==> config.mk <==
export PLATFORM = sky130hd
export DESIGN_NAME = rdv_queue
export DESIGN_NICKNAME = d
export VERILOG_FILES = /design/src/hw/rtl/rdv_queue.sv
export SDC_FILE = /design/constraint.sdc
export NUM_CORES = 1
export LEC_CHECK = 0
export ABC_AREA = 1
export BUFFER_PORTS_ARGS = -buffer_cell sky130_fd_sc_hd__clkbuf_2
export CORE_UTILIZATION = 40
export CTS_BUF_LIST = sky130_fd_sc_hd__clkbuf_4 sky130_fd_sc_hd__clkbuf_8
export CTS_CLUSTER_DIAMETER = 40
export DETAILED_ROUTE_END_ITERATION = 12
export PLACE_DENSITY = 0.65
export SETUP_SLACK_MARGIN = 0.02
export SYNTH_ARGS = -nofsm -noshare
export SYNTH_HDL_FRONTEND = slang
export SYNTH_SLANG_ARGS = --single-unit
==> constraint.sdc <==
create_clock -name clk -period 1.62 [get_ports clk]
set_input_delay 0.324 -clock clk [delete_from_list [all_inputs] [get_ports clk]]
set_output_delay 0.324 -clock clk [all_outputs]
set_load 0.05 [all_outputs]
==> src/hw/rtl/rdv_queue.sv <==
// Small FIFO between front and back.
module rdv_queue #(
  parameter int unsigned W = 8
) (
  input  logic         clk,
  input  logic         rst_n,
  input  logic         wr,
  input  logic [W-1:0] wdata,
  input  logic         rd,
  output logic [W-1:0] rdata,
  output logic         empty,
  output logic [2:0]   count
);
  logic [W-1:0] mem_r [4];
  logic [1:0]   wp_r, rp_r;
  logic [2:0]   cnt_r;

  always_ff @(posedge clk) begin
    if (wr) mem_r[wp_r] <= wdata;
  end
  always_ff @(posedge clk) begin
    if (!rst_n) begin
      wp_r <= '0; rp_r <= '0; cnt_r <= '0;
    end else begin
      if (wr) wp_r <= wp_r + 2'd1;
      if (rd) rp_r <= rp_r + 2'd1;
      cnt_r <= cnt_r + {2'b00, wr} - {2'b00, rd};
    end
  end
  assign rdata = mem_r[rp_r];
  assign empty = (cnt_r == '0);
  assign count = cnt_r;
endmodule

# Yosys cells after proc, flatten, opt, wreduce, memory -nomap -nowiden
# Memory sizes are Yosys's and may differ from the RTL's. A register that Yosys moved wholly into a read port is not among the register bits.
# Index checks and enable logic that the tools add are counted.
# Widths: inputs -> output; s select.
dict set report word_totals {
  register_bits 7
  ramBits 32
  input_bits 12
  out_inout_bits 12
  word_cells 13
  memories 1
}
dict set report classes {
  addsub 4
  mux 4
  reduce_logical 1
}
# memory words word_bits rd rd_ports_with_merged_regs write_ports line
set mem_list {}
lappend mem_list {mem_r 4 8 1 1 1 14} ;# logic [W-1:0] mem_r [4];
# cell count
set ops {}
lappend ops {{$add 2x1->2 const B} 2}
lappend ops {{$mux 2} 2}
lappend ops {{$add 3x1->3} 1}
lappend ops {{$logic_not 3->1} 1}
lappend ops {{$sub 3x1->3} 1}
lappend ops {{$mux 1} 2}

# Depth between registers and ports, before layout
dict set report logic_depth {
  depth_word 3
  ltp_mapped 8
  mapped_depth_nobuf 8
}

# Worst setup path before layout
# Ideal clock, no wire load.
dict set report synth_timing {
  path_type {reg-to-output}
  startpoint {reg cnt_r[1], in the netlist count[1]}
  endpoint {out empty}
  arrival_ns 1.643
  required_ns 1.296
  slack_ns -0.347
  path_stages_with_launch 2
  n_path_buf 0
  path_cell_list {dfxtp_1 -> nor3_1}
}
dict set report synth_between {
  elab_chain_len 1
}
# element line
set synth_lines {}
lappend synth_lines {{start, declared} 16} ;# logic [2:0] cnt_r;
lappend synth_lines {{start signal, assigned} 27} ;# cnt_r <= cnt_r + {2'b00, wr} - {2'b00, rd};
lappend synth_lines {{$logic_not 3->1} 31} ;# assign empty = (cnt_r == '0);
lappend synth_lines {{end, declared} 11} ;# output logic empty,
# Every way passes these cells.

==> flow_metrics.py <==
metrics = {
    "run_status": {
        "status": "completed",
    },
    "floorplanning": {
        "initial_core_util": 0.422,
        "die-area_sq_um": 4540,
        "core_sq_um": 4060,
        "rows": 23,
        "die_h_um": 67.4,
        "ios": 24,
        "die_w_um": 67.4,
    },
    "route": {
        "drcViolationCount": 0,
        "drt_iter0_drc": 67,
        "vias": 1083,
        "vias_per_cell": 4.79,
        "postRouteAntennaNets": 0,
        "wirelength_um": 2770,
        "drt_pass1_iterations": 4,
        "wire_per_inst_um": 12.3,
    },
    "cts": {
        "cts_buffer_depth": 2,
        "cts_setup_buffers": 0,
        "clk-insertion-delay-late_ns": 0.29,
        "cts_hold_buf": 0,
        "cts_buffers": 5,
        "path_clk_slew_ns": 0.07,
        "cts-htree-levels": 2,
        "cts-root-buf": "clkbuf_8",
        "clkSinkCount": 41,
        "tritoncts": "done",
    },
    "setup_path": {
        "arrival_ns": 1.28,
        "r2r_end": "count[1]",
        "reg2regPathDepth": 7,
        "rrSetupSlack_ns": 0.09,
        "path_class": "reg -> out",
        "cp-start-kind": "flip-flop",
        "worst_ep_required_time_ns": 1.30,
        "worstSetupEndpointType": "output pin",
        "r2r_start": "count[0]",
        "path_max_fanout": 32,
    },
    "grt": {
        "gr-usage-all-layers": 0.139,
        "grt_pass1_wl_um": 4310,
        "gr-total-overflow": 0,
        "grt_max_degree": 33,
        "antenna_found_initial": 0,
        "grt_pass1_vias": 1029,
    },
    "synth": {
        "synth_compound_area_frac": 0.113,
        "synth_top_family_by_area": "compound AO/OA/AOI/OAI gates",
        "ys_ff_latch": 41,
        "synth_cell_types": 16,
        "synthesis.instances": 147,
        "synth-seq-area-share": 0.667,
        "syn-num-nets": 166,
        "synth_area_sq_um": 1710,
        "synthMuxAreaShare": 0,
        "synth_xor_xnor_area_share": 0,
        "avgSynthCellArea_sq_um": 11.6,
        "synthSimpleGateAreaFrac": 0.0651,
        "ys_warn_count": 0,
        "synth_fa_ha_area_frac": 0.0556,
    },
    "timing": {
        "relSlewSlack": 0.747,
        "grt_setup_unrepaired": "yes",
        "fin_crit_sh": 0.989,
        "fmaxAchievable_mhz": 624,
        "hold_violations": 0,
        "setup_violations": 0,
        "slew_viol_final": 0,
        "tightest_slew_ns": 0.379,
        "post-route-min-period_ns": 1.60,
        "fin_skew_ns": 0.00422,
    },
    "run": {
        "maxCapViolCount": 0,
    },
    "min_path": {
        "hold_class": "in -> reg",
        "min_from": "wdata[7]",
        "hold_end": "mem_r[2][7]",
        "holdPathStages": 1,
    },
    "place": {
        "dp_hpwl_um": 1860,
        "portBuffers": 23,
        "routabilityCongestion": 0.700,
    },
    "layout": {
        "fin_nets": 194,
        "syn_to_final_growth_pct": 23.3,
        "final_layout_size_suffix_gt1_frac": 0.239,
        "diodes": 0,
        "utilization": 0.520,
    },
    "power_and_ir_drop": {
        "power_density_nw_per_um2": 1250,
        "leakage_nw": 0.901,
        "finalPower_mw": 2.63,
        "ir_drop_mv": 0.881,
    },
}
==> how the worst max path moves through the flow <==
stage / depth (start not counted) / slack, ns / start / end
3_5_place_dp: 7 / 0.04 / rd / count[2]
5_1_grt: 5 / -0.03 / flip-flop / rdata[1]
2_1_floorplan: 7 / 0.02 / count[0] / count[2]
3_3_place_gp: 7 / 0.07 / rd / count[2]
4_1_cts: 5 / 0.008 / flip-flop / rdata[2]
6_report: 5 / 0.02 / flip-flop / rdata[1]
==> cell type report <==
| cell class | instances | area, sq um |
|---|---|---|
| multi-input combinational | 70 | 423 |
| tap | 50 | 62.6 |
| clock buffer | 6 | 76.3 |
| timing repair buffer | 26 | 250 |
| clock inverter | 2 | 33.8 |
| fill | 350 | 1950 |
| inverter | 31 | 116 |
| sequential | 41 | 1150 |
==> metrics by stage <==
step / TNS (ns) / std cells / instance area (sq um) / setup slack (ns) / hold WS (ns)
3_5_place_dp: 0 / 218 / 1940 / 0.0424 / 0.463
3_3_place_gp: 0 / 218 / 1940 / 0.0691 / 0.452
2_1_floorplan: 0 / 147 / 1720 / 0.0200 / 0.416
4_1_cts: 0 / 226 / 2090 / 0.00833 / 0.238
5_1_grt: -0.153 / 226 / 2110 / -0.0328 / 0.248
6_report: 0 / 226 / 2110 / 0.0180 / 0.248
==> cell usage after synthesis (all sizes together) <==
cell	count	area (sq um)
a21oi	14	73.8
buf	5	52.6
dfxtp	9	180
edfxtp	32	961
fa	1	20.0
ha	6	75.1
inv	31	116
nand2	26	97.6
nand3	1	5.00
nor2	1	3.75
nor3	1	5.00
o211ai	8	60.1
o21ai	12	60.1
==> per-layer routing <==
layer	routed length (um)	vias up	track usage	share of wire
met5	0	-	0	0
met4	43	0	0.0798	0.016
met3	137	4	0.0541	0.049
met2	1510	25	0.251	0.55
met1	1080	514	0.134	0.39
li1	-	540	-	-
==> registers in the layout, indices dropped and copies added, names as in the netlist, named ones only <==
signal	cells
rp_r	2
count	3
wp_r	2
mem_r	32
==> repair_timing <==
action / in CTS / in global routing
setup endpoints to repair: 7 / 9
gates resized for setup: 12 / 10
pin swaps: 0 / 2
hold endpoints to repair: 0 / 0
==> kinds of logic after synthesis <==
logic type      Yosys count
compound gates           34
buf+inv                  36
fa+ha+maj                 7
simple gates             29
flops                    41
==> layout by cell type (no fill, tap or decap) <==
cell,count
dfxtp_1,7
clkbuf_8,5
a21oi_1,9
clkinv_1,1
nand3_1,1
o21ai_0,6
buf_12,5
edfxtp_1,32
dfxtp_4,1
clkbuf_4,1
a21oi_2,5
bufinv_16,1
o211ai_1,8
nand2_1,26
buf_8,4
clkbuf_2,15
o21ai_1,6
fa_2,1
nor2_1,1
buf_4,2
nor3_2,1
ha_1,6
inv_1,31
dfxtp_2,1
==> critical path, cell delays in order (launching register included) <==
cell and delay, ns:
dfxtp_2 0.33, buf_12 0.16, a21oi_1 0.14, o21ai_0 0.09, nand2_1 0.11, buf_12 0.14
==> report_power, final <==
| group | internal (mW) | switching [mW] | leakage, nW | total, mW |
|---|---|---|---|---|
| logic | 0.205 | 0.391 | 0.475 | 0.596 |
| registers | 1.20 | 0.0382 | 0.369 | 1.24 |
| clock network | 0.471 | 0.319 | 0.0563 | 0.790 |
No activity file was read; power rests on OpenSTA's default activity.
