`src/hw/rtl/rdv_pkg.sv`:
```
package rdv_pkg;

  localparam int unsigned PixW    = 8;
  localparam int unsigned FactorW = 16;
  localparam logic [FactorW-1:0] FactorReset = 16'd256;

  typedef struct packed {
    logic [PixW-1:0] red;
    logic [PixW-1:0] green;
    logic [PixW-1:0] blue;
  } pixel_t;

endpackage

```
`src/hw/rtl/rdv_back.sv`:
```
// Scale V, rebuild RGB: four register stages.
module rdv_back #(
  parameter int unsigned FRAC_BITS = 16
) (
  input  logic                          clk,
  input  logic                          rst_n,
  input  logic                          adv,
  input  logic                          in_valid,
  input  logic [2:0]                    sector,
  input  logic [FRAC_BITS-1:0]          frac,
  input  logic [FRAC_BITS:0]            sat,
  input  logic [FRAC_BITS:0]            val,
  input  logic [rdv_pkg::FactorW-1:0]   factor,
  output logic                          out_valid,
  output rdv_pkg::pixel_t               out_pix
);
  import rdv_pkg::*;

  localparam int unsigned VW = FRAC_BITS + 1;
  localparam logic [VW-1:0] One = VW'(1) << FRAC_BITS;

  logic [3:0] vld_r;
  always_ff @(posedge clk) begin
    if (!rst_n) vld_r <= '0;
    else if (adv) vld_r <= {vld_r[2:0], in_valid};
  end

  // stage 1: scale V
  logic [VW+FactorW-1:0] vprod;
  logic [VW-1:0] v1_r, s1_r, t1_r;
  logic [2:0] sec1_r;
  assign vprod = val * factor;
  always_ff @(posedge clk) begin
    if (adv) begin
      v1_r   <= (vprod[VW+FactorW-1:8] > (VW+FactorW-8)'(One)) ? One : VW'(vprod >> 8);
      s1_r   <= sat;
      t1_r   <= sector[0] ? One - {1'b0, frac} : {1'b0, frac};
      sec1_r <= sector;
    end
  end

  // stage 2: chroma
  logic [2*VW-1:0] cprod;
  logic [VW-1:0] c2_r, v2_r, t2_r;
  logic [2:0] sec2_r;
  assign cprod = v1_r * s1_r;
  always_ff @(posedge clk) begin
    if (adv) begin
      c2_r <= VW'(cprod >> FRAC_BITS);
      v2_r <= v1_r; t2_r <= t1_r; sec2_r <= sec1_r;
    end
  end

  // stage 3: X and channel assembly
  logic [2*VW-1:0] xprod;
  logic [VW-1:0] x, m;
  logic [VW-1:0] cr3_r, cg3_r, cb3_r;
  assign xprod = c2_r * t2_r;
  assign x = VW'(xprod >> FRAC_BITS);
  assign m = v2_r - c2_r;
  always_ff @(posedge clk) begin
    if (adv) begin
      unique case (sec2_r)
        3'd0:    begin cr3_r <= c2_r + m; cg3_r <= x + m;    cb3_r <= m;        end
        3'd1:    begin cr3_r <= x + m;    cg3_r <= c2_r + m; cb3_r <= m;        end
        3'd2:    begin cr3_r <= m;        cg3_r <= c2_r + m; cb3_r <= x + m;    end
        3'd3:    begin cr3_r <= m;        cg3_r <= x + m;    cb3_r <= c2_r + m; end
        3'd4:    begin cr3_r <= x + m;    cg3_r <= m;        cb3_r <= c2_r + m; end
        default: begin cr3_r <= c2_r + m; cg3_r <= m;        cb3_r <= x + m;    end
      endcase
    end
  end

  function automatic logic [PixW-1:0] to_byte(input logic [VW-1:0] ch);
    logic [VW-1:0]   cl;
    logic [VW+8:0]   p;
    cl = (ch > One) ? One : ch;
    p  = (VW+9)'(cl) * (VW+9)'(255) + ((VW+9)'(1) << (FRAC_BITS-1));
    return PixW'(p >> FRAC_BITS);
  endfunction

  pixel_t pix4_r;
  always_ff @(posedge clk) begin
    if (adv) begin
      pix4_r.red   <= to_byte(cr3_r);
      pix4_r.green <= to_byte(cg3_r);
      pix4_r.blue  <= to_byte(cb3_r);
    end
  end

  assign out_valid = vld_r[3];
  assign out_pix   = pix4_r;
endmodule

```
`config.mk`:
```
export PLATFORM = sky130hd
export DESIGN_NAME = rdv_back
export DESIGN_NICKNAME = d
export VERILOG_FILES = /design/src/hw/rtl/rdv_pkg.sv /design/src/hw/rtl/rdv_back.sv
export SDC_FILE = /design/constraint.sdc
export NUM_CORES = 2
export LEC_CHECK = 0
export ABC_AREA = 1
export BUFFER_PORTS_ARGS = -buffer_cell sky130_fd_sc_hd__buf_2
export CORE_MARGIN = 3
export CORE_UTILIZATION = 40
export DETAILED_ROUTE_END_ITERATION = 6
export GPL_TIMING_DRIVEN = 1
export SLEW_MARGIN = 25
export SYNTH_ARGS = -nofsm -noshare
export SYNTH_HDL_FRONTEND = slang
export SYNTH_SLANG_ARGS = --single-unit
export TNS_END_PERCENT = 100
```
`constraint.sdc`:
```
create_clock -name clk -period 8.1 [get_ports clk]
set_input_delay 0.405 -clock clk [delete_from_list [all_inputs] [get_ports clk]]
set_output_delay 0.405 -clock clk [all_outputs]
set_load 0.01 [all_outputs]
```
-- Yosys cells after proc, flatten, opt, wreduce, memory -nomap -nowiden
Index checks and enable logic that the tools add are counted.
- shifts and indexed selects: 0
- multipliers: 6
- bitwise logic cells: 0
- magnitude comparators: 4
- equal/unequal tests: 4
- divide/modulo/power cells: 0
- multiplexer cells: 7
- reduce and logical (&&, ||, !) cells: 7
- add/subtract/negate cells: 7
- operators with widths (cell ; number):
    $pmux 17 s2 ; 3
    $add 24x16->24 const B ; 3
    $mul 17x8->24 const B ; 3
    $mul 17x17->33 ; 2
    $gt 17x17->1 const B ; 3
    $mux 17 ; 3
    $add 17x17->17 ; 2
    $mul 17x16->33 ; 1
    $gt 25x17->1 const B ; 1
    $sub 17x16->17 const A ; 1
    $sub 17x17->17 ; 1
    $mux 16 ; 1
    $reduce_or 2->1 ; 6
    $eq 3x2->1 const B ; 2
    $eq 3x1->1 const B ; 1
    $eq 3x3->1 const B ; 1
    $logic_not 3->1 ; 1
- latch bits: 0
- input port bits: 73
- memories kept: 0
- output and inout bits: 25
- memory bits (read-only): 0
- word-level logic and storage cells: 51
- bits in registers: 187
- bits in writable memories: 0

-- Longest topological paths before layout
- word-level depth: 4
- gate-level depth with buffers: 38
- mapped depth without buffers: 36

-- Worst setup path before layout
OpenSTA, ideal clock, no wires.
- path kind: register to register
- from: reg c2_r[10]
- to: reg cb3_r[12] (data pin)
- stages on the path, launching flop included: 31
- setup slack: 1.022 ns
- data required time: 7.841 ns
- data arrival time: 6.819 ns
- path through: edfxtp_1 -> clkbuf_1 -> clkbuf_1 -> nand2_1 -> fa_1 -> fa_1 -> fa_1 -> fa_1 -> inv_1 -> fa_1 -> inv_1 -> fa_1 -> inv_1 -> ha_1 -> nand2_1 -> nor4_1 -> nand2_1 -> nand2_1 -> xor2_1 -> ha_1 -> inv_1 -> fa_1 -> nand3b_1 -> nand2_1 -> inv_1 -> o221ai_1 -> a21oi_1 -> o21ai_0 -> xor2_1 -> nand2_1 -> nand3_1
- cells in the longest elaborated chain, start to end: 3
- elaborated cells on any way between the ends: 5
- those cells by class: add/sub: 3; mul: 1; mux: 1
- ends and longest elaborated chain (what ; line ; RTL):
    from (decl) ; rdv_back.sv:44 ; logic [VW-1:0] c2_r, v2_r, t2_r;
    from (signal assigned) ; rdv_back.sv:49 ; c2_r <= VW'(cprod >> FRAC_BITS);
    $mul 17x17->33 or $sub 17x17->17 (tied branches) ; rdv_back.sv:58, rdv_back.sv:60 ;
    $add 17x17->17 (on tied branches) ; - ;
    $pmux 17 s2 (*) ; rdv_back.sv:63 ; unique case (sec2_r)
    to (signal assigned) ; rdv_back.sv:64 ; 3'd0: begin cr3_r <= c2_r + m; cg3_r <= x + m; cb3_r <= m; end
    to (signal assigned) ; rdv_back.sv:66 ; 3'd2: begin cr3_r <= m; cg3_r <= c2_r + m; cb3_r <= x + m; end
    to (signal assigned) ; rdv_back.sv:69 ; default: begin cr3_r <= c2_r + m; cg3_r <= m; cb3_r <= x + m; end
    to (decl) ; rdv_back.sv:57 ; logic [VW-1:0] cr3_r, cg3_r, cb3_r;
Every way passes the cells marked *; elsewhere a longest branch is shown, timed or not.
A chain may end at the register's enable or synchronous reset.

-- Worst setup path after layout
- from: reg c2_r[2]
- to: reg cb3_r[13] (data pin)
The elaborated chain is that of the path after synthesis.

==> results.toml <==
[synthesis]
synth_area_leader_cell = "fa_1"
synth.yosys.seq_area_share_pct = 11.7
synth-edff-count = 183
synthFlopType = "edfxtp_1"
synth.distinct_cells = 49
synth_area_leaders = "fa_1 37%, ha_1 13%, inv_1 13%"
syn_inst = 5885
synth_top_area_share_pct = 36.8
synth_nets = 7345
avgSynthCellArea_sq_um = 8.09
syn_area_sq_um = 47600
ys_ff_latch = 187
yosysWarnings = 0
async_reset_ff_share_pct = 0

[setup_path]
critPathMaxFanout = 19
crit_arrival_ns = 7.85
crit_top_cell = "fa_1"
slowest_delay_ns = 0.92
critical_path_class = "reg -> reg"
critPathCaptureType = "flip-flop"
slowest_stage = "edfxtp_1"
worst_ep_required_time_ns = 8.36
critPathLaunchType = "flip-flop"

[detailed_routing]
ant_nets = 0
viasPerCell = 4.86
wl_per_cell_um = 16.2
drc_errors = 0
vias = 35897
first_iter_violations = 2193
wl_um = 119000
firstDrtPassIters = 6

[layout]
final_common_cell = "inv_1"
num-nets-final = 7313
largest_reg_flops = 24
finish.instance_area_sq_um = 50300
syn_to_final_growth_pct = 5.70
drive_gt1_share_pct = 3.92
fill_cells = 11764
final_cell_mix = "1700 x inv_1, 1375 x nand2_1, 874 x fa_1, 513 x ha_1, 216 x nor2_1"

[global_route]
grt_max_degree = 78
overflow = 0
grt_pass1_vias = 37586
grt_first_pass_wirelength_um = 196000
antenna_found_initial = 5
grt_usage_pct = 20.1

[floorplanning]
fp-row-count = 125
die_y_um = 351
die_area_sq_um = 123000
initial_utilization_pct = 40.6
core_sq_um = 117000
ios = 98
dieWidth_um = 351

[cts]
cts_tree = "done"
clkLatencyLatePin_ns = 0.52
postCtsHoldBufs = 0
clk_pin_slew_ns = 0.09
htree_levels = 4
clockBufferDepth = 2
cts_inserted_buffers = 17
postCtsSetupBuffers = 0
root_buffer = "clkbuf_16"
cts_sinks = 187
cts_resized = 0

[placement]
dp_hpwl_um = 100000
place_congestion = 0.917
port_buffers = 97
pre_cts_slack_ns = 0.445
placed_area_sq_um = 49500

[timing]
worst_slack_ns = 0.510
hold_ws_ns = 0.0552
timing.setup.tns_ns = 0
period_minus_slack_ns = 7.59
rsz0062_at_grt = "false"
final-hold-violation-count = 0
max_clock_freq_mhz = 132
period_share_pct = 93.7
worst_clock_skew_ns = 0.0217
setup_viol = 0
tightest_slew_ns = 1.06
maxSlewViolCount = 0
relSlewSlack_pct = 29.3

[worst_hold_path]
holdCritPathClass = "in -> reg"

[outcome]
run_status = "completed"

[run]
cap_violations = 0
==> worst max-delay path: cells and delay by family, from the launching register on <==
family / cells / cell delay [ns]
buffers and inverters: 4 / 0.23
AOI/OAI and AO/OA: 7 / 1.34
DFF: 1 / 0.92
xor gates and xnor gates: 1 / 0.35
adders and majority gates: 8 / 3.53
and+or+nand+nor: 9 / 0.96
==> routing by layer <==
layer,global-route usage [%],vias to the layer above,wire length [um]
met1,26.2,17675,51900
met5,0,-,35
met4,5.71,4,3280
li1,-,17237,-
met2,35.0,831,58500
met3,2.34,150,5750
==> cell families (layout without fill, tap and decap cells) <==
group	after synthesis	in the layout	synth area share, %
buf+inv	1917	1898	15.1
other cells	0	1	0
xor+xnor	125	125	2.30
fa+ha+maj	1387	1387	50.2
flops	187	187	11.7
simple gates	1856	1856	15.7
compound gates	413	413	4.96
==> cell type report <==
| type | count | area (sq um) | share of cell area, % |
|---|---|---|---|
| flip-flops and latches | 187 | 5580 | 11.1 |
| multi-input cells | 3781 | 34800 | 69.2 |
| diodes | 1 | 2.50 | 0.00497 |
| well taps | 1524 | 1910 | 3.79 |
| inverters | 1700 | 6380 | 12.7 |
| repair buffers | 166 | 1030 | 2.05 |
| clock inverters | 15 | 170 | 0.338 |
| clock buffers | 17 | 425 | 0.845 |
==> metrics by stage <==
| step | std cells | utilization [%] |
|---|---|---|
| floorplan | 5885 | - |
| global placement | 7326 | 42.2 |
| detailed placement | 7326 | 42.2 |
| CTS | 7358 | 42.7 |
| global route | 7391 | 43.0 |
| finish | 7391 | 43.0 |
==> worst paths after layout <==
kind                            slack, ns    start  depth (start not counted)         to
worst min-delay path                 0.06  sat[10]                          1   s1_r[10]
worst max register to register       0.51  c2_r[2]                         29  cb3_r[13]
worst max-delay path                 0.51  c2_r[2]                         29  cb3_r[13]
worst min register to register       0.43  t1_r[0]                          0    t2_r[0]
==> synth_stat cells, drive strengths merged, types with 2 or more instances <==
cell type     n
dfxtp         4
or2           8
nor4         21
o211ai       12
fa          874
nand2      1381
o221ai       18
xor2         72
nor2        230
xnor2        53
o21ai       100
inv        1700
and3          5
o21a         10
nand3b       12
a21boi        3
a31oi        15
clkbuf      213
edfxtp      183
and2          4
nand3       154
o2111ai       2
o311ai        2
o31ai         6
a211oi        4
nand4        16
nor3         24
o21bai       15
buf           4
a221oi        4
a21o         11
ha          513
a21oi       205
Power is not shown: default switching activity piles up to over one toggle a cycle in this logic, so the estimate is an artifact.
