`config.mk`:
```
export PLATFORM = sky130hd
export DESIGN_NAME = rdv_front
export DESIGN_NICKNAME = d
export VERILOG_FILES = /design/src/hw/rtl/rdv_pkg.sv /design/src/hw/rtl/rdv_divider.sv /design/src/hw/rtl/rdv_front.sv
export SDC_FILE = /design/constraint.sdc
export NUM_CORES = 2
export LEC_CHECK = 0
export ABC_AREA = 1
export BUFFER_PORTS_ARGS = -buffer_cell sky130_fd_sc_hd__buf_2
export CORE_UTILIZATION = 60
export DETAILED_ROUTE_END_ITERATION = 7
export PLACE_DENSITY = 0.74
export SLEW_MARGIN = 20
export SYNTH_ARGS = -nofsm -noshare
export SYNTH_HDL_FRONTEND = slang
export SYNTH_SLANG_ARGS = --single-unit
```
`constraint.sdc`:
```
create_clock -name clk -period 8.7 [get_ports clk]
set_clock_uncertainty 0.15 [all_clocks]
set_input_delay 0.435 -clock clk [delete_from_list [all_inputs] [get_ports clk]]
set_output_delay 0.435 -clock clk [all_outputs]
set_load 0.05 [all_outputs]
```
`src/hw/rtl/rdv_pkg.sv`:
```
package rdv_pkg;

  localparam int unsigned PixW    = 8;
  localparam int unsigned FactorW = 16;
  localparam logic [FactorW-1:0] FactorReset = 16'd256;

  typedef struct packed {
    logic [PixW-1:0] red;
    logic [PixW-1:0] green;
    logic [PixW-1:0] blue;
  } pixel_t;

endpackage

```
`src/hw/rtl/rdv_divider.sv`:
```
// Pipelined restoring divider: one quotient bit per stage, plus an input register.
module rdv_divider #(
  parameter int unsigned NUM_W = 24,
  parameter int unsigned DEN_W = 8,
  parameter int unsigned TAG_W = 8
) (
  input  logic             clk,
  input  logic             adv,
  input  logic [NUM_W-1:0] num_in,
  input  logic [DEN_W-1:0] den_in,
  input  logic [TAG_W-1:0] tag_in,
  output logic [NUM_W-1:0] quo_out,
  output logic [TAG_W-1:0] tag_out
);
  logic [NUM_W-1:0] quo_r [NUM_W+1];
  logic [DEN_W:0]   rem_r [NUM_W+1];
  logic [DEN_W-1:0] den_r [NUM_W+1];
  logic [TAG_W-1:0] tag_r [NUM_W+1];

  always_ff @(posedge clk) begin
    if (adv) begin
      quo_r[0] <= num_in;
      rem_r[0] <= '0;
      den_r[0] <= den_in;
      tag_r[0] <= tag_in;
    end
  end

  for (genvar i = 0; i < NUM_W; i++) begin : g_stage
    logic [DEN_W+1:0] trial;
    logic [DEN_W+1:0] sub;
    assign trial = {rem_r[i], quo_r[i][NUM_W-1]};
    assign sub   = trial - {2'b00, den_r[i]};
    always_ff @(posedge clk) begin
      if (adv) begin
        if (!sub[DEN_W+1]) begin
          rem_r[i+1] <= sub[DEN_W:0];
          quo_r[i+1] <= {quo_r[i][NUM_W-2:0], 1'b1};
        end else begin
          rem_r[i+1] <= trial[DEN_W:0];
          quo_r[i+1] <= {quo_r[i][NUM_W-2:0], 1'b0};
        end
        den_r[i+1] <= den_r[i];
        tag_r[i+1] <= tag_r[i];
      end
    end
  end

  assign quo_out = quo_r[NUM_W];
  assign tag_out = tag_r[NUM_W];
endmodule

```
`src/hw/rtl/rdv_front.sv`:
```
// Classify the pixel, find V by reciprocal multiplication, S and hue with pipelined dividers.
module rdv_front #(
  parameter int unsigned FRAC_BITS = 16
) (
  input  logic                   clk,
  input  logic                   rst_n,
  input  logic                   adv,
  input  logic                   in_valid,
  input  rdv_pkg::pixel_t        in_pix,
  output logic                   hsv_valid,
  output logic [2:0]             hsv_sector,
  output logic [FRAC_BITS-1:0]   hsv_frac,
  output logic [FRAC_BITS:0]     hsv_sat,
  output logic [FRAC_BITS:0]     hsv_val
);
  import rdv_pkg::*;

  localparam int unsigned NW  = PixW + 3 + FRAC_BITS;
  localparam int unsigned LAT = NW + 1;
  localparam int unsigned VW  = FRAC_BITS + 1;
  localparam int unsigned TW  = 2 + VW;
  // 2^F = 255 * VQ + VR, so V = mx * VQ + floor(mx * VR / 255)
  localparam int unsigned VQ  = (1 << FRAC_BITS) / 255;
  localparam int unsigned VR  = (1 << FRAC_BITS) % 255;

  logic [PixW-1:0] r, g, b, mx, mn, d;
  logic [PixW+2:0] h6;
  logic            chroma;
  logic [15:0]     v_rem;
  logic [24:0]     v_corr;
  logic [VW-1:0]   v_calc;

  always_comb begin
    r = in_pix.red; g = in_pix.green; b = in_pix.blue;
    mx = r; mn = r;
    if (g > mx) mx = g;
    if (b > mx) mx = b;
    if (g < mn) mn = g;
    if (b < mn) mn = b;
    d = mx - mn;
    chroma = (d != '0);
    if (mx == r)
      h6 = (g >= b) ? {3'b000, g - b} : 11'(6 * {3'b000, d} - {3'b000, b - g});
    else if (mx == g)
      h6 = 11'(2 * {3'b000, d} + {3'b000, b} - {3'b000, r});
    else
      h6 = 11'(4 * {3'b000, d} + {3'b000, r} - {3'b000, g});
    // floor(y / 255) = ((y + 1) * 257) >> 16 for y below 255 * 255
    v_rem  = 16'(mx * VR);
    v_corr = 25'((25'(v_rem) + 25'd1) * 25'd257);
    v_calc = VW'(mx * VQ) + VW'(v_corr >> 16);
  end

  logic [NW-1:0] qs, qh;
  logic [TW-1:0] tag_v;
  logic          tag_unused_h;

  // carry valid, chroma flag and V alongside the saturation quotient
  rdv_divider #(.NUM_W(NW), .DEN_W(PixW), .TAG_W(TW)) u_div_s (
    .clk, .adv,
    .num_in ({{(NW-PixW-FRAC_BITS){1'b0}}, d, {FRAC_BITS{1'b0}}}),
    .den_in ((mx == '0) ? PixW'(1) : mx),
    .tag_in ({in_valid, chroma, v_calc}),
    .quo_out(qs), .tag_out(tag_v)
  );
  rdv_divider #(.NUM_W(NW), .DEN_W(PixW), .TAG_W(1)) u_div_h (
    .clk, .adv,
    .num_in ({h6, {FRAC_BITS{1'b0}}}),
    .den_in (chroma ? d : PixW'(1)),
    .tag_in (1'b0),
    .quo_out(qh), .tag_out(tag_unused_h)
  );

  logic [LAT-1:0] vld_r;
  always_ff @(posedge clk) begin
    if (!rst_n) vld_r <= '0;
    else if (adv) vld_r <= {vld_r[LAT-2:0], in_valid};
  end

  logic [2:0] sec_raw;
  assign sec_raw = qh[FRAC_BITS+2:FRAC_BITS];

  always_comb begin
    hsv_valid = vld_r[LAT-1] & tag_v[TW-1];
    hsv_val   = tag_v[VW-1:0];
    hsv_sat   = qs[FRAC_BITS:0];
    if (!tag_v[TW-2]) begin
      hsv_sector = '0; hsv_frac = '0;
    end else if (sec_raw > 3'd5) begin
      hsv_sector = 3'd5; hsv_frac = '1;
    end else begin
      hsv_sector = sec_raw; hsv_frac = qh[FRAC_BITS-1:0];
    end
  end

  logic unused_ok;
  assign unused_ok = tag_unused_h ^ (|qs[NW-1:FRAC_BITS+1]) ^ (|qh[NW-1:FRAC_BITS+3]);
endmodule

```
**Yosys cells after proc, flatten, opt, wreduce, memory -nomap -nowiden**

Memories as Yosys holds them, arrays and structs flattened.
Index checks and enable logic that the tools add are counted.

- Reduce and logical (&&, ||, !) cells: 2
- Muxes and demuxes: 447
- Magnitude comparators: 6
- Bitwise logic cells: 109
- $mul: 3
- Add/subtract/negate cells: 64
- Eq/ne operators: 2

Operator list:

| cell | count |
|---|---|
| two-way mux 27 bit | 54 |
| subtractor 10 x 8 -> 10 bit | 54 |
| two-way mux 9 bit | 54 |
| two-way mux 1 bit | 326 |
| bitwise OR 1 bit | 108 |
| two-way mux 8 bit | 6 |
| two-way mux 11 bit | 3 |
| two-way mux 16 bit | 2 |
| subtractor 8 bit | 3 |
| subtractor 11 x 8 -> 11 bit | 2 |
| multiplier 9 x 9 -> 18 bit, second input constant | 1 |
| adder 17 x 2 -> 17 bit | 1 |
| multiplier 8 x 9 -> 17 bit, second input constant | 1 |
| equality test 8 bit | 2 |
| > comparator 8 bit | 2 |
| less-than comparator 8 bit | 2 |
| adder 10 x 8 -> 11 bit | 1 |
| subtractor 10 x 8 -> 11 bit | 1 |
| adder 9 x 8 -> 10 bit | 1 |
| multiplier 2 x 8 -> 10 bit, first input constant | 1 |
| adder 8 x 1 -> 9 bit, second input constant | 1 |
| greater-or-equal comparator 8 bit | 1 |
| logical NOT 8 bit | 1 |
| nonzero test 8 bit | 1 |
| 3 further kinds | 4 |

- Logic and storage cells: 641
- Input bits: 28
- Register bits after elaboration: 28
- Memories: 7
- Memory bits (writable): 2996

Memories:

| name | depth | bits a word | rd ports | clocked after memory_dff | wr ports | RTL line | source |
|---|---|---|---|---|---|---|---|
| u_div_h.quo_r | 28 | 27 | 28 | 0 | 28 | rdv_divider.sv:15 | `logic [NUM_W-1:0] quo_r [NUM_W+1];` |
| u_div_s.quo_r | 28 | 27 | 28 | 0 | 28 | rdv_divider.sv:15 |  |
| u_div_s.tag_r | 28 | 19 | 28 | 0 | 28 | rdv_divider.sv:18 | `logic [TAG_W-1:0] tag_r [NUM_W+1];` |
| u_div_h.rem_r | 28 | 9 | 27 | 0 | 28 | rdv_divider.sv:16 | `logic [DEN_W:0] rem_r [NUM_W+1];` |
| u_div_s.rem_r | 28 | 9 | 27 | 0 | 28 | rdv_divider.sv:16 |  |
| u_div_h.den_r | 28 | 8 | 27 | 0 | 28 | rdv_divider.sv:17 | `logic [DEN_W-1:0] den_r [NUM_W+1];` |
| 1 more memories | n/a | n/a | n/a | n/a | n/a | n/a |  |

**Depth between registers and ports, before layout**

- Word-level depth: 9
- Depth in mapped cells: 52
- Gate-level depth less buffers: 49

**Hierarchy**

A second synthesis with hierarchy kept.

- Cells, all modules: 9864
- Area total of the unflattened synthesis: 129208.9 sq um

By module, submodules not included:

| module | seq. area each (sq um) | area each (sq um) | cells each | instances |
|---|---|---|---|---|
| rdv_divider at u_div_s | 52180.0 | 69212.6 | 4750 | 1 |
| rdv_divider at u_div_h | 37045.5 | 54202.0 | 4229 | 1 |
| rdv_front | 560.5 | 5794.3 | 885 | 1 |

**Least setup slack after synthesis**

No wires, ideal clock.

- Kind: input to register
- Start: input in_pix[9] (netlist name)
- End: memory u_div_h.quo_r[0][25] (netlist name), data pin
- Data required time: 8.297 ns
- Data arrival time: 6.249 ns
- Library setup time: 0.253 ns
- Setup slack: 2.048 ns
- Cell stages on the path: 44
- Path through: inv_1 ha_1 nand2_1 nand2_1 nand2_1 nand2_1 nand2_1 nand2_2 nand2_2 buf_4 o21ai_0 inv_1 ha_1 nand2_1 nor2_1 nand3_1 nand3b_1 nand2_4 (+8 left out) fa_1 xor2_1 ha_1 inv_1 nor2_1 nor2_1 inv_1 nand2_1 inv_1 nor2_1 inv_1 a21oi_1 nor2_1 or2_2 nor2_1 nand3_1 nand3_1 nand2_1

RTL lines:

| what | RTL line | source |
|---|---|---|
| from (decl) | rdv_front.sv:9 | `input rdv_pkg::pixel_t in_pix,` |
| to (decl) | rdv_divider.sv:15 |  |

==> flow_summary.json <==
{
  "floorplan.io_pins": 82,
  "critical_r2r_launch": "u_div_s.rem_r[1][64]$_DFFE_PP_",
  "syn-cell-area_um2": 84000,
  "route.detailed.wl_per_inst_um": 15.4,
  "worst_path_max_delay_cell": "sky130_fd_sc_hd__fa_1",
  "critical_path_class": "in2reg",
  "synth-xor-area-share_pct": 4.17,
  "clock_tree_from_tritoncts": "done",
  "leakagePower_nw": 36.9,
  "gp_congestion": 0.848,
  "row_count": 136,
  "fp.dieH_um": 376,
  "grt_pass1_wl_um": 212000,
  "cts_buffers": 188,
  "outcome": "finished clean",
  "grt_pass1_vias": 45522,
  "hpwlAfterDp_um": 86100,
  "insertedDiodeCount": 0,
  "postLayoutCellArea_um2": 92400,
  "layout-area-overhead-vs-synth_pct": 10.1,
  "setup_tns_ns": 0,
  "setup_viol_count_final": 0,
  "worst-path-max-fanout": 7,
  "hp-class": "in2reg",
  "register_area_um2": 57600,
  "drt_total_wl_um": 130000,
  "end_kind": "flop",
  "transition_time_at_the_pin_with_the_least_slew_margin_ns": 1.09,
  "synth-async-reset-ratio_pct": 0,
  "placed_area_um2": 86200,
  "yosys_register_bits": 1929,
  "synthMuxAreaShare_pct": 0.0402,
  "nFillCells": 9516,
  "cp_startpoint_kind": "primary input",
  "post-route-min-period_ns": 6.78,
  "drt-pass1-iter-count": 5,
  "clock.fmax_mhz": 148,
  "adder_cell_fraction_of_synth_area_pct": 8.78,
  "gr-usage-all-layers_pct": 18.5,
  "critPathMostFrequentCell": "sky130_fd_sc_hd__nand2_1",
  "worst-r2r-setup-slack_ns": 4.98,
  "cts.sinks": 1929,
  "crit_start": "in_pix[9]",
  "synth_sequential_area_ratio_pct": 68.6,
  "dpl_worst_slack_ns": 1.12,
  "floorplan.initialDensity_pct": 60.8,
  "finalPower_mw": 30.3,
  "post-synth-top-area-cell": "sky130_fd_sc_hd__edfxtp_1",
  "max-slew-margin-rel_pct": 27.6,
  "synth_compound_area_share_pct": 7.73,
  "drt_drc_violations_left": 0,
  "maximum_clock_path_buffer_count": 3,
  "critPathRequiredTime_ns": 9.08,
  "min_path_cells": 1,
  "crit-reg2reg-capture": "u_div_s.rem_r[1][73]$_DFFE_PP_",
  "yosys-top-cells-count": "sky130_fd_sc_hd__edfxtp_1, sky130_fd_sc_hd__a21oi_1, sky130_fd_sc_hd__inv_1",
  "detailedRoute.firstIterationViolations": 2709,
  "yosysUniqueCellTypes": 56,
  "clock_insertion_delay_worst_skew_ns": 0.80,
  "worst_ep_arrival_time_ns": 7.16,
  "yosysTopAreaCellShare_pct": 67.9,
  "synth_ff_type": "sky130_fd_sc_hd__edfxtp_1",
  "critical_path.endpoint": "u_div_h.quo_r[0][25]$_DFFE_PP_",
  "grt_overflow": 0,
  "timing.max_cap.violations": 0,
  "numPortBuffers": 81,
  "synth-edff-count": 1899,
  "fin_max_slew_vios": 0,
  "cts-root-buf": "sky130_fd_sc_hd__clkbuf_16",
  "grt_start_max_net_pins": 205,
  "finalWorstSetupSlack_ns": 1.92,
  "final_hold_viol_count": 0,
  "critPathMaxStageDelay_ns": 0.58,
  "multi_input_area_um2": 22600,
  "cts_htree_levels": 4,
  "final_antenna_net_count": 0,
  "syn_avg_cell_area_um2": 13.4,
  "path_clk_slew_ns": 0.06,
  "fin_nets": 6972,
  "syn-num-nets": 6845,
  "synth_top_family_by_area": "adder cells",
  "vias_per_cell": 5.28,
  "floorplan.die_area_um2": 141000,
  "die_w_um": 376,
  "grt_setup_unrepaired": "false",
  "synth_simple_gate_area_share_pct": 6.16,
  "synth_area_leaders": "sky130_fd_sc_hd__edfxtp_1, sky130_fd_sc_hd__ha_1, sky130_fd_sc_hd__a21oi_1, sky130_fd_sc_hd__inv_1, sky130_fd_sc_hd__xnor2_1",
  "max-vdd-ir-drop_uv": 224,
  "synth_warnings": 0,
  "syn-instance-count": 6270,
  "reg2reg_depth": 16,
  "pwr_density_nw_per_um2": 328,
  "yosysMostFrequentCell": "sky130_fd_sc_hd__edfxtp_1",
  "finalCritPeriodShare_pct": 77.9,
  "grt_antenna_before_repair": 1,
  "core_region_area_um2": 138000,
  "num_vias": 44453,
  "post_route_cells_drive_above_1_share_pct": 7.35
}
sequential cells by signal, summed over array words and instances, names as in the netlist:
signal	cells
u_div_s.tag_r	532
u_div_h.rem_r	234
u_div_s.quo_r	213
u_div_h.den_r	216
vld_r	28
u_div_h.quo_r	256
u_div_s.rem_r	234
u_div_s.den_r	216
repair_timing:
action,in CTS,in global routing
gates resized for setup,0,0
hold endpoints to repair,29,0
hold buffers,2,0
buffers inserted,0,0
through the flow:
stage	instances	util, %	hold WS (ns)
after global routing	8417	66.9	0.0769
after CTS	8417	66.9	0.0495
after detailed placement	8068	62.4	0.255
after floorplan	6270	-	0.250
after global placement	8068	62.4	0.250
final	8417	66.9	0.0592
cell type report:
cell class | count | area share, %
Sequential cell | 1929 | 62.3
Multi-Input combinational cell | 3384 | 24.4
Clock buffer | 250 | 5.53
Inverter | 783 | 3.18
Tap cell | 1863 | 2.52
Clock inverter | 97 | 1.19
Timing Repair Buffer | 111 | 0.812
critical path, delay by kind of cell:
family,cells,cell delay [ns]
simple gates,23,2.48
buf+inv,9,0.93
fa+ha+maj,7,2.56
xor+xnor,1,0.18
compound gates,3,0.59
worst min path at each step:
stage                                               start                           endpoint  slack (ns)
final                                                 adv    u_div_s.tag_r[0][246]$_DFFE_PP_        0.06
after global routing                            in_pix[5]  u_div_s.den_r[0][5]$_SDFFCE_PN0P_        0.08
after CTS                                       in_pix[5]  u_div_s.den_r[0][5]$_SDFFCE_PN0P_        0.05
after detailed placement  u_div_h.quo_r[10][11]$_DFFE_PP_    u_div_h.quo_r[10][39]$_DFFE_PP_        0.25
after global placement    u_div_s.tag_r[0][293]$_DFFE_PP_      u_div_s.tag_r[1][8]$_DFFE_PP_        0.25
after floorplan            u_div_h.quo_r[0][16]$_DFFE_PP_     u_div_h.quo_r[0][44]$_DFFE_PP_        0.25
power by group:
part / total [mW] / leakage (nW) / switching, mW / internal, mW
clock: 8.02 / 3.00 / 3.36 / 4.66
sequential: 13.4 / 18.8 / 0.796 / 12.6
combinational: 8.92 / 15.1 / 5.20 / 3.72
total: 30.3 / 36.9 / 9.36 / 20.9
per-layer routing:
layer | track usage, % | vias up | share of wire (%)
met5 | 0 | - | 0
met3 | 3.01 | 249 | 3.3
met1 | 20.7 | 21363 | 40
met2 | 35.2 | 624 | 54
li1 | - | 22217 | -
met4 | 6.32 | 0 | 2.6
logic make-up (layout without fill, tap and decap cells):
group / after synthesis / count (layout)
flip-flops: 1929 / 1929
AND/OR/NAND/NOR: 1238 / 1238
AO/OA/AOI/OAI: 1197 / 1197
buffers and inverters: 957 / 1241
adder cells (fa/ha/maj): 547 / 547
XOR/XNOR: 398 / 398
multiplexers: 3 / 3
other: 1 / 1
cell usage in the layout, fill, tap and decap left out, types with 50 or more instances in the layout:
cell / count
sky130_fd_sc_hd__nor2_1: 544
sky130_fd_sc_hd__xnor2_1: 238
sky130_fd_sc_hd__fa_1: 70
sky130_fd_sc_hd__o21bai_1: 54
sky130_fd_sc_hd__inv_1: 771
sky130_fd_sc_hd__clkbuf_16: 193
sky130_fd_sc_hd__nand3_1: 113
sky130_fd_sc_hd__ha_1: 477
sky130_fd_sc_hd__o21ai_0: 226
sky130_fd_sc_hd__buf_2: 80
sky130_fd_sc_hd__nand2_1: 464
sky130_fd_sc_hd__a21oi_1: 774
sky130_fd_sc_hd__clkbuf_1: 50
sky130_fd_sc_hd__xor2_1: 159
sky130_fd_sc_hd__edfxtp_1: 1899
sky130_fd_sc_hd__a21o_1: 73
Power figures use the tool's default switching activity.
